[config.mk]
export PLATFORM = sky130hd
export DESIGN_NAME = indexed_priority_poll_table
export DESIGN_NICKNAME = d
export VERILOG_FILES = /design/src/design/ipp_pkg.sv /design/src/design/ipp_front.sv /design/src/design/ipp_queue.sv /design/src/design/ipp_back.sv /design/src/design/indexed_priority_poll_table.sv
export SDC_FILE = /design/constraint.sdc
export NUM_CORES = 2
export LEC_CHECK = 0
export CAP_MARGIN = 30
export CORE_MARGIN = 3
export CORE_UTILIZATION = 40
export CTS_BUF_LIST = sky130_fd_sc_hd__clkbuf_8
export DETAILED_ROUTE_END_ITERATION = 7
export DONT_BUFFER_PORTS = 1
export SLEW_MARGIN = 40
export SYNTH_ARGS = -nofsm -noshare
export SYNTH_HDL_FRONTEND = slang
export SYNTH_MEMORY_MAX_BITS = 65536
export SYNTH_SLANG_ARGS = --single-unit
[constraint.sdc]
create_clock -name clk -period 4 [get_ports clk]
set_input_delay 0.8 -clock clk [delete_from_list [all_inputs] [get_ports clk]]
set_output_delay 0.8 -clock clk [all_outputs]
set_load 0.005 [all_outputs]
[src/design/ipp_pkg.sv]
package ipp_pkg;

  localparam int MAX_IDS     = 256;
  localparam int PRIO_BITS   = 16;
  localparam int IDX_W       = $clog2(MAX_IDS);
  localparam int QUEUE_DEPTH = 2;
  localparam int QPTR_W      = $clog2(QUEUE_DEPTH);
  localparam int QCNT_W      = $clog2(QUEUE_DEPTH + 1);

  typedef logic [IDX_W-1:0]     idx_t;
  typedef logic [PRIO_BITS-1:0] prio_t;

  typedef enum logic {
    OP_SET  = 1'b0,
    OP_POLL = 1'b1
  } op_t;

  typedef struct packed {
    op_t   op;
    idx_t  idx;
    prio_t prio;
  } qent_t;

  typedef enum logic [1:0] {
    ST_IDLE,
    ST_SCAN,
    ST_LAST,
    ST_DONE
  } st_t;

  function automatic idx_t id_to_idx(input logic [7:0] id);
    logic [IDX_W+7:0] w;
    w = {{IDX_W{1'b0}}, id};
    return w[IDX_W-1:0];
  endfunction

  function automatic logic [7:0] idx_to_id(input idx_t idx);
    logic [IDX_W+7:0] w;
    w = {8'h00, idx};
    return w[7:0];
  endfunction

  function automatic prio_t fit_prio(input logic [15:0] p);
    logic [PRIO_BITS+15:0] w;
    w = {{PRIO_BITS{1'b0}}, p};
    return w[PRIO_BITS-1:0];
  endfunction

endpackage

[src/design/ipp_front.sv]
module ipp_front (
  input  logic          start,
  input  logic          in_cmd,
  input  logic [7:0]    in_event_id,
  input  logic [15:0]   in_priority_req,
  input  logic          q_full,
  output logic          busy,
  output logic          q_push,
  output ipp_pkg::qent_t q_entry
);
  import ipp_pkg::*;

  logic accept;
  logic in_range;

  assign busy     = q_full;
  assign accept   = start && !q_full;
  // sets to ids beyond the table are taken and dropped here
  assign in_range = ({24'h0, in_event_id} < 32'(MAX_IDS));

  always_comb begin
    q_entry.op   = (in_cmd == 1'b1) ? OP_POLL : OP_SET;
    q_entry.idx  = id_to_idx(in_event_id);
    q_entry.prio = fit_prio(in_priority_req);
  end

  assign q_push = accept && ((q_entry.op == OP_POLL) || in_range);

endmodule

[src/design/ipp_queue.sv]
module ipp_queue (
  input  logic           clk,
  input  logic           rst_n,
  input  logic           push,
  input  ipp_pkg::qent_t push_entry,
  input  logic           pop,
  output logic           full,
  output logic           not_empty,
  output ipp_pkg::qent_t head
);
  import ipp_pkg::*;

  qent_t             slots_r [QUEUE_DEPTH];
  logic [QPTR_W-1:0] wr_ptr_r;
  logic [QPTR_W-1:0] rd_ptr_r;
  logic [QCNT_W-1:0] cnt_r;
  logic              do_push;
  logic              do_pop;

  assign full      = (cnt_r == QCNT_W'(QUEUE_DEPTH));
  assign not_empty = (cnt_r != '0);
  assign do_push   = push && !full;
  assign do_pop    = pop && not_empty;
  assign head      = slots_r[rd_ptr_r];

  always_ff @(posedge clk) begin
    if (!rst_n) begin
      wr_ptr_r <= '0;
      rd_ptr_r <= '0;
      cnt_r    <= '0;
    end else begin
      if (do_push) wr_ptr_r <= wr_ptr_r + 1'b1;
      if (do_pop)  rd_ptr_r <= rd_ptr_r + 1'b1;
      if (do_push && !do_pop)      cnt_r <= cnt_r + 1'b1;
      else if (do_pop && !do_push) cnt_r <= cnt_r - 1'b1;
    end
  end

  always_ff @(posedge clk) begin
    if (do_push) slots_r[wr_ptr_r] <= push_entry;
  end

endmodule

[src/design/ipp_back.sv]
module ipp_back (
  input  logic           clk,
  input  logic           rst_n,
  input  logic           q_valid,
  input  ipp_pkg::qent_t q_head,
  output logic           q_pop,
  output logic           out_strobe,
  output logic           out_found,
  output logic [7:0]     out_polled_id
);
  import ipp_pkg::*;

  localparam idx_t LAST_IDX = IDX_W'(MAX_IDS - 1);

  st_t   state_r;
  st_t   state_nxt;

  prio_t mem [MAX_IDS];
  logic [MAX_IDS-1:0] present_r;

  idx_t  cnt_r;
  logic  rd_vld_r;
  idx_t  rd_idx_r;
  prio_t rd_prio_r;
  logic  rd_pres_r;

  logic  have_r;
  idx_t  best_idx_r;
  prio_t best_prio_r;

  logic       out_strobe_r;
  logic       out_found_r;
  logic [7:0] out_id_r;

  logic do_set;
  logic start_scan;
  logic issue;
  logic finish;
  logic take;

  // next state
  always_comb begin
    state_nxt = state_r;
    unique case (state_r)
      ST_IDLE: if (q_valid && q_head.op == OP_POLL) state_nxt = ST_SCAN;
      ST_SCAN: if (cnt_r == LAST_IDX) state_nxt = ST_LAST;
      ST_LAST: state_nxt = ST_DONE;
      ST_DONE: state_nxt = ST_IDLE;
      default: state_nxt = ST_IDLE;
    endcase
  end

  // state outputs
  always_comb begin
    q_pop      = 1'b0;
    do_set     = 1'b0;
    start_scan = 1'b0;
    issue      = 1'b0;
    finish     = 1'b0;
    unique case (state_r)
      ST_IDLE: begin
        q_pop      = q_valid;
        do_set     = q_valid && (q_head.op == OP_SET);
        start_scan = q_valid && (q_head.op == OP_POLL);
      end
      ST_SCAN: issue  = 1'b1;
      ST_LAST: ;
      ST_DONE: finish = 1'b1;
      default: ;
    endcase
  end

  // strict greater keeps the smallest id on ties
  assign take = rd_vld_r && rd_pres_r && (!have_r || (rd_prio_r > best_prio_r));

  always_ff @(posedge clk) begin
    if (!rst_n) begin
      state_r      <= ST_IDLE;
      cnt_r        <= '0;
      rd_vld_r     <= 1'b0;
      have_r       <= 1'b0;
      present_r    <= '0;
      out_strobe_r <= 1'b0;
    end else begin
      state_r      <= state_nxt;
      rd_vld_r     <= issue;
      out_strobe_r <= finish;
      if (start_scan) cnt_r <= '0;
      else if (issue) cnt_r <= cnt_r + 1'b1;
      if (start_scan) have_r <= 1'b0;
      else if (take)  have_r <= 1'b1;
      if (do_set) present_r[q_head.idx] <= 1'b1;
      if (finish && have_r) present_r[best_idx_r] <= 1'b0;
    end
  end

  always_ff @(posedge clk) begin
    if (do_set) mem[q_head.idx] <= q_head.prio;
    rd_prio_r <= mem[cnt_r];
    rd_pres_r <= present_r[cnt_r];
    rd_idx_r  <= cnt_r;
    if (take) begin
      best_idx_r  <= rd_idx_r;
      best_prio_r <= rd_prio_r;
    end
    if (finish) begin
      out_found_r <= have_r;
      out_id_r    <= have_r ? idx_to_id(best_idx_r) : 8'h00;
    end
  end

  assign out_strobe    = out_strobe_r;
  assign out_found     = out_found_r;
  assign out_polled_id = out_id_r;

  a_strobe_after_done: assert property (@(posedge clk) disable iff (!rst_n)
    out_strobe_r |-> $past(state_r == ST_DONE))
    else $error("result strobe without a finished scan");

  a_polled_cleared: assert property (@(posedge clk) disable iff (!rst_n)
    (out_strobe_r && out_found_r) |-> !present_r[best_idx_r])
    else $error("polled entry still marked present");

  a_read_in_scan: assert property (@(posedge clk) disable iff (!rst_n)
    rd_vld_r |-> (state_r == ST_SCAN || state_r == ST_LAST))
    else $error("scan read data outside of a scan");

  a_scan_from_zero: assert property (@(posedge clk) disable iff (!rst_n)
    (state_r == ST_SCAN && $past(state_r == ST_IDLE)) |-> (cnt_r == '0))
    else $error("scan did not start at entry zero");

endmodule

[src/design/indexed_priority_poll_table.sv]
// indexed priority poll table
// input channel: start with in_cmd, in_event_id, in_priority_req; a transfer
//   happens at a rising edge with start high and busy low
// in_cmd = 0 (set): writes the id's priority and marks it present, no result;
//   ids beyond the table are taken and dropped
// in_cmd = 1 (poll): returns the present id with the highest priority, smallest
//   id on ties, and clears it; out_found = 0 and out_polled_id = 0 when empty
// result channel: out_strobe high for one cycle with out_found, out_polled_id;
//   the receiver takes every result, there is no stall on this side
// structure: a front stage classifies items into a two-entry queue, the back
//   engine runs them; a set is written from the idle state, a poll walks
//   every table entry through the priority memory read port, one entry a
//   cycle, and then shows its result on the result channel
// busy is high while the queue is full; with polls back to back the front
//   stalls until the engine takes the next item from the queue
// reset: all present flags clear at once, the queue empties; priorities are
//   unknown until set, and only entries marked present are ever compared
module indexed_priority_poll_table (
  input  logic        clk,
  input  logic        rst_n,
  input  logic        start,
  output logic        busy,
  input  logic        in_cmd,
  input  logic [7:0]  in_event_id,
  input  logic [15:0] in_priority_req,
  output logic        out_strobe,
  output logic        out_found,
  output logic [7:0]  out_polled_id
);
  import ipp_pkg::*;

  // front to queue
  logic  q_push;
  qent_t q_entry;
  logic  q_full;

  // queue to back engine
  logic  q_valid;
  qent_t q_head;
  logic  q_pop;

  // classify and hand over to the queue
  ipp_front u_front (
    .start           (start),
    .in_cmd          (in_cmd),
    .in_event_id     (in_event_id),
    .in_priority_req (in_priority_req),
    .q_full          (q_full),
    .busy            (busy),
    .q_push          (q_push),
    .q_entry         (q_entry)
  );

  // short queue so the front keeps taking items while a poll scans
  ipp_queue u_queue (
    .clk        (clk),
    .rst_n      (rst_n),
    .push       (q_push),
    .push_entry (q_entry),
    .pop        (q_pop),
    .full       (q_full),
    .not_empty  (q_valid),
    .head       (q_head)
  );

  // table memory, present flags and the polling scan
  ipp_back u_back (
    .clk           (clk),
    .rst_n         (rst_n),
    .q_valid       (q_valid),
    .q_head        (q_head),
    .q_pop         (q_pop),
    .out_strobe    (out_strobe),
    .out_found     (out_found),
    .out_polled_id (out_polled_id)
  );

endmodule
Word-level counts from Yosys, hierarchy flattened
Memory sizes are Yosys's and may differ from the RTL's. A register that Yosys moved wholly into a read port is not among the register bits.
Index checks and enable logic that the tools add are counted.
{"block": "totals", "ff_bits": 315, "ram_bits": 4146, "input_bits": 28, "output_inout_bits": 11, "memories": 2}
{"block": "classes", "n_addsub": 5, "n_lt_le_gt_ge": 6, "eq_ne": 7, "muxes": 26, "bitwise": 5, "n_reduce_logical": 22}
{"memory": "u_back.mem", "words": 256, "width": 16, "rd": 1, "rd_clocked_by_memory_dff": 1, "write_ports": 1, "line": "ipp_back.sv:18", "source": "prio_t mem [MAX_IDS];"}
{"memory": "u_queue.slots_r", "words": 2, "width": 25, "rd": 1, "rd_clocked_by_memory_dff": 1, "write_ports": 1, "line": "ipp_queue.sv:13", "source": "qent_t slots_r [QUEUE_DEPTH];"}
{"cell": "256-bit 2-to-1 mux", "n": 3}
{"cell": "256-bit AND", "n": 1}
{"cell": "256-bit inverter", "n": 1}
{"cell": "256-bit bitwise OR", "n": 1}
{"cell": "8-bit by 9-bit less-than comparator with 1-bit output (second input constant)", "n": 3}
{"cell": "1-bit demux with 8-bit select", "n": 2}
{"cell": "8-bit by 1-bit greater-or-equal comparator with 1-bit output (second input constant)", "n": 2}
{"cell": "16-bit greater-than comparator", "n": 1}
{"cell": "1-bit 2-to-1 mux", "n": 15}
{"cell": "1-bit logical AND", "n": 12}
{"cell": "8-bit by 1-bit adder with 8-bit output (second input constant)", "n": 1}
{"cell": "1-bit binary-select mux with 8-bit select", "n": 1}
{"cell": "8-bit == test (second input constant)", "n": 1}
{"cell": "2-bit 2-to-1 mux", "n": 4}
{"cell": "2-bit case mux with 4 select lines", "n": 1}
{"cell": "2-bit == test (second input constant)", "n": 3}
{"cell": "1-bit zero test", "n": 4}
{"cell": "2-bit by 1-bit inequality test with 1-bit output (second input constant)", "n": 2}
{"cell": "2-bit nonzero test", "n": 2}
{"cell": "1-bit adder (second input constant)", "n": 2}
{"cell": "2-bit by 1-bit adder with 2-bit output (second input constant)", "n": 1}
{"cell": "2-bit by 1-bit == test with 1-bit output (second input constant)", "n": 1}
{"cell": "2-bit zero test", "n": 1}
{"cell": "1-bit inverter", "n": 2}
{"cell": "4 further kinds", "n": 4}

Depth between registers and ports, before layout
{"block": "logic_depth", "ltp_word": 9, "depth_mapped": 14, "ltp_nobuf": 9}

Modules after synthesis
Synthesis repeated with hierarchy kept, for this count alone.
{"block": "unflattened", "hier_cells": 7967, "area_unflattened_um2": 172833.3}
{"module": "ipp_back", "instances": 1, "cells_each": 7837, "area_per_inst_um2": 170584.9, "seq_area_each_um2": 129874.6}
{"module": "ipp_queue", "instances": 1, "cells_each": 103, "area_per_inst_um2": 2039.5, "seq_area_each_um2": 1601.5}
{"module": "ipp_front", "instances": 1, "cells_each": 27, "area_per_inst_um2": 209.0, "seq_area_each_um2": 0.0}

Worst setup path after synthesis
OpenSTA, ideal clock, no wires.
{"block": "synth_timing", "kind": "reg-to-reg", "startpoint": "register with a tool-made name", "endpoint": "memory u_back.mem[0][0] in the netlist's numbering (data pin)", "t_arrival_ns": 3.120, "t_required_ns": 3.445, "path_slack_ns": 0.325, "stages_incl_launch_ff": 5, "n_path_buf": 3, "cell_sequence": "dfxtp_1 -> clkbuf_1 -> buf_2 -> buf_1 -> mux2_2"}
{"element": "end, declared", "line": "ipp_back.sv:18"}

==> flow_summary.toml <==
[synthesis]
yosysSeqAreaShare_pct = 75.72
syn_nets = 8503
ys_ff_latch = 4478
ys_types = 87
synth_area_sq_um = 173600
yosys-top-cells-area = "edfxtp_1, mux4_2, dfxtp_1"
synth_edf_count = 4179
netlist_instances = 8453
yosysTopAreaCellShare_pct = 72.27
synth_ff_type = "edfxtp_1"
synthArstFlopShare_pct = 0
yosysWarnings = 0
synth_top_cell_by_area = "edfxtp_1"
avgSynthCellArea_sq_um = 20.54

[worst_setup_path]
r2r_end = "u_back.rd_prio_r[13]"
r2r_slack_ps = 60
cp_max_fo = 35
r2r_cells = 11
cp-startpoint = "u_back.cnt_r[0]"
crit_type = "register to register"
cp-end-kind = "register"
critPathCapture = "u_back.rd_prio_r[13]"
startpoint_type = "register"
arrival_ps = 5080
r2r-start = "u_back.cnt_r[0]"
crit_required_ps = 5140

[placed_design]
dp_worst_setup_slack_ps = -140.4
io_buffer_count = 0
dp_hpwl_um = 336800
routabilityCongestion = 0.9165

[hold_path]
hp-class = "primary input to register"

[cells_and_area]
nets = 9633
drive_gt1_share_pct = 32.41
regArea_sq_um = 131500
fill_cells = 35540
syn_to_final_growth_pct = 15.79
multi_input_area_sq_um = 39750

[timing]
finalHoldViolations = 0
worst_slack_ps = 59.46
timing.fmax_mhz = 253.8
fin_crit_ps = 3941
worst_pin_slew_ps = 975.2
setup-violations-final = 0
slew-limit-headroom_pct = 34.30
tns_ps = 0
fin_skew_ps = 116.2
slew_viol_final = 0
grt_setup_unrepaired = "false"
finalCritPeriodShare_pct = 98.51

[clock_network]
cts_tree = "built"
clock_latency_ps = 1290
path_clk_slew_ps = 70
clkSinkCount = 4478
cts_buffer_depth = 4
ctsRootBufferMaster = "clkbuf_8"
htreeDepth = 6
cts_made_buffers = 718

[global_route]
grt-ovfl-total = 0
grt_max_degree = 226
grtUsageMet1_pct = 33.05
grt_usage_pct = 24.37
grt_first_pass_wirelength_um = 759400
grt_pass1_vias = 95970
grt_util_met3_pct = 5.722
grtUsageMet2_pct = 37.24
antenna_found_initial = 37
grt_busiest_layer = "met2"

[power]
total_power_w = 0.1152
p_leak_nw = 63.68
vdd_drop_max_mv = 0.4358
power-per-cell-area_nw_per_um2 = 573.0

[detailed_routing]
final_antenna_net_count = 0
drc = 0
wirelength_um = 550900
drt-initial-drc-count = 14290
viasPerCell = 6.084
drt_first_pass_iters = 6
detail_route.wl_per_cell_um = 34.69
vias = 96610

[die]
design.die.area_sq_um = 442000
fp.dieH_um = 664.9
core_sq_um = 431500
io_pins = 39
rows = 241
die_w_um = 664.9
start_util_pct = 40.24

[run_status]
status = "completed"

[job]
maxCapViolCount = 0
==> cell usage after synthesis (all sizes together) (44+ instances only) <==
library cell and instances:
o221a 255, mux2 76, a22oi 112, o221ai 44, buf 319, a221oi 99
clkbuf 214, nand2 248, o21ai 118, dfxtp 299, edfxtp 4179, mux2i 388
o22ai 88, mux4 906, a211oi 64, nor2 355, nand3 77, a21oi 184
==> how the worst min path moves through the flow <==
stage | startpoint | to | slack (ps) | cells past startpoint
after global routing | start | u_queue.slots_r[1][17] | 110 | 1
after floorplan | u_back.cnt_r[3] | u_back.rd_idx_r[3] | 330 | 0
after global placement | u_back.rd_idx_r[4] | u_back.best_idx_r[4] | 390 | 0
final | start | u_queue.slots_r[1][17] | 170 | 1
after CTS | start | u_queue.slots_r[1][14] | 60 | 1
after detailed placement | u_back.rd_idx_r[2] | u_back.best_idx_r[2] | 390 | 0
==> registers in the layout (all words and copies together), names as in the netlist, named ones only <==
register              flops
u_queue.rd_ptr_r          1
u_back.cnt_r              8
u_back.rd_pres_r          1
u_back.rd_vld_r           1
u_back.best_idx_r         8
u_back.present_r        256
u_queue.slots_r          50
u_queue.wr_ptr_r          1
u_back.out_found          1
u_back.out_strobe         1
u_back.out_polled_id      8
u_back.best_prio_r       16
u_back.have_r             1
u_back.rd_idx_r           8
u_back.state_r            2
u_back.mem             4096
u_back.rd_prio_r         16
u_queue.cnt_r             2
==> metal layers <==
| metal | wire (um) | vias up |
|---|---|---|
| li1 | - | 38020 |
| met1 | 210200 | 50960 |
| met2 | 249900 | 6288 |
| met3 | 60110 | 1335 |
| met4 | 30640 | 10 |
| met5 | 74 | - |
==> metrics by stage <==
stage | utilization, % | hold WS, ps | instances | cell area [sq um]
after floorplan | - | 325.8 | 8453 | 173600
after global placement | 43.18 | 385.9 | 14500 | 186300
after detailed placement | 43.24 | 388.7 | 14510 | 186600
after CTS | 46.52 | 56.26 | 15860 | 200700
after global routing | 46.59 | 113.3 | 15870 | 201000
final | 46.60 | 167.0 | 15880 | 201100
==> logic make-up after synthesis <==
family / Yosys count / share of synthesized area, %
flops: 4478 / 75.72
compound gates: 1162 / 5.299
buf+inv: 572 / 2.069
mux: 1370 / 14.60
xor+xnor: 10 / 0.05044
fa+ha+maj: 22 / 0.1585
simple gates: 839 / 2.108
==> placed cells by master, fill, tap and decap left out, types with 97 or more instances in the layout <==
| master | synthesis | layout |
|---|---|---|
| mux2i_1 | 388 | 388 |
| nor2_2 | 0 | 228 |
| o221a_2 | 255 | 255 |
| clkbuf_8 | 5 | 759 |
| a221oi_1 | 98 | 97 |
| o21ai_0 | 107 | 102 |
| inv_1 | 36 | 286 |
| buf_4 | 47 | 761 |
| a22oi_1 | 112 | 112 |
| dfxtp_1 | 299 | 291 |
| nand2_1 | 248 | 235 |
| mux4_2 | 852 | 852 |
| buf_12 | 18 | 111 |
| nor2_1 | 355 | 124 |
| a21oi_1 | 184 | 182 |
| edfxtp_1 | 4179 | 4179 |
| clkinv_1 | 0 | 147 |
==> where the power goes <==
part	total [W]	leakage, nW	internal, W	switching, W
logic	0.0214	15.8	0.00796	0.0135
clock network	0.0374	7.85	0.0188	0.0186
registers	0.0564	40.0	0.0561	0.000270
total	0.115	63.7	0.0829	0.0323
==> critical path: stages, from the launching register on <==
cell and delay (ps):
dfxtp_4 690, buf_12 360, buf_4 310, mux4_2 550, mux2i_1 340, nor3_1 190, nor4_1 370, buf_4 220
o31ai_1 100, a21oi_2 380, buf_4 180, a211oi_1 30
==> area by class of cell <==
| cell class | instances | area share, % |
|---|---|---|
| flip-flops and latches | 4478 | 65.41 |
| multi-input cells | 3403 | 19.77 |
| clock buffers | 759 | 5.196 |
| repair buffers | 944 | 4.442 |
| well taps | 5710 | 3.553 |
| clock inverters | 539 | 1.545 |
| inverters | 38 | 0.07717 |
| diodes | 8 | 0.009957 |
==> timing repair <==
action | in CTS | in global routing
gates resized for setup | 2 | 0
setup buffers | 0 | 1
hold buffers | 57 | 0
hold endpoints to repair | 306 | 0
endpoints found under the setup margin | 2 | 2
(Power assumes the default switching activity.)
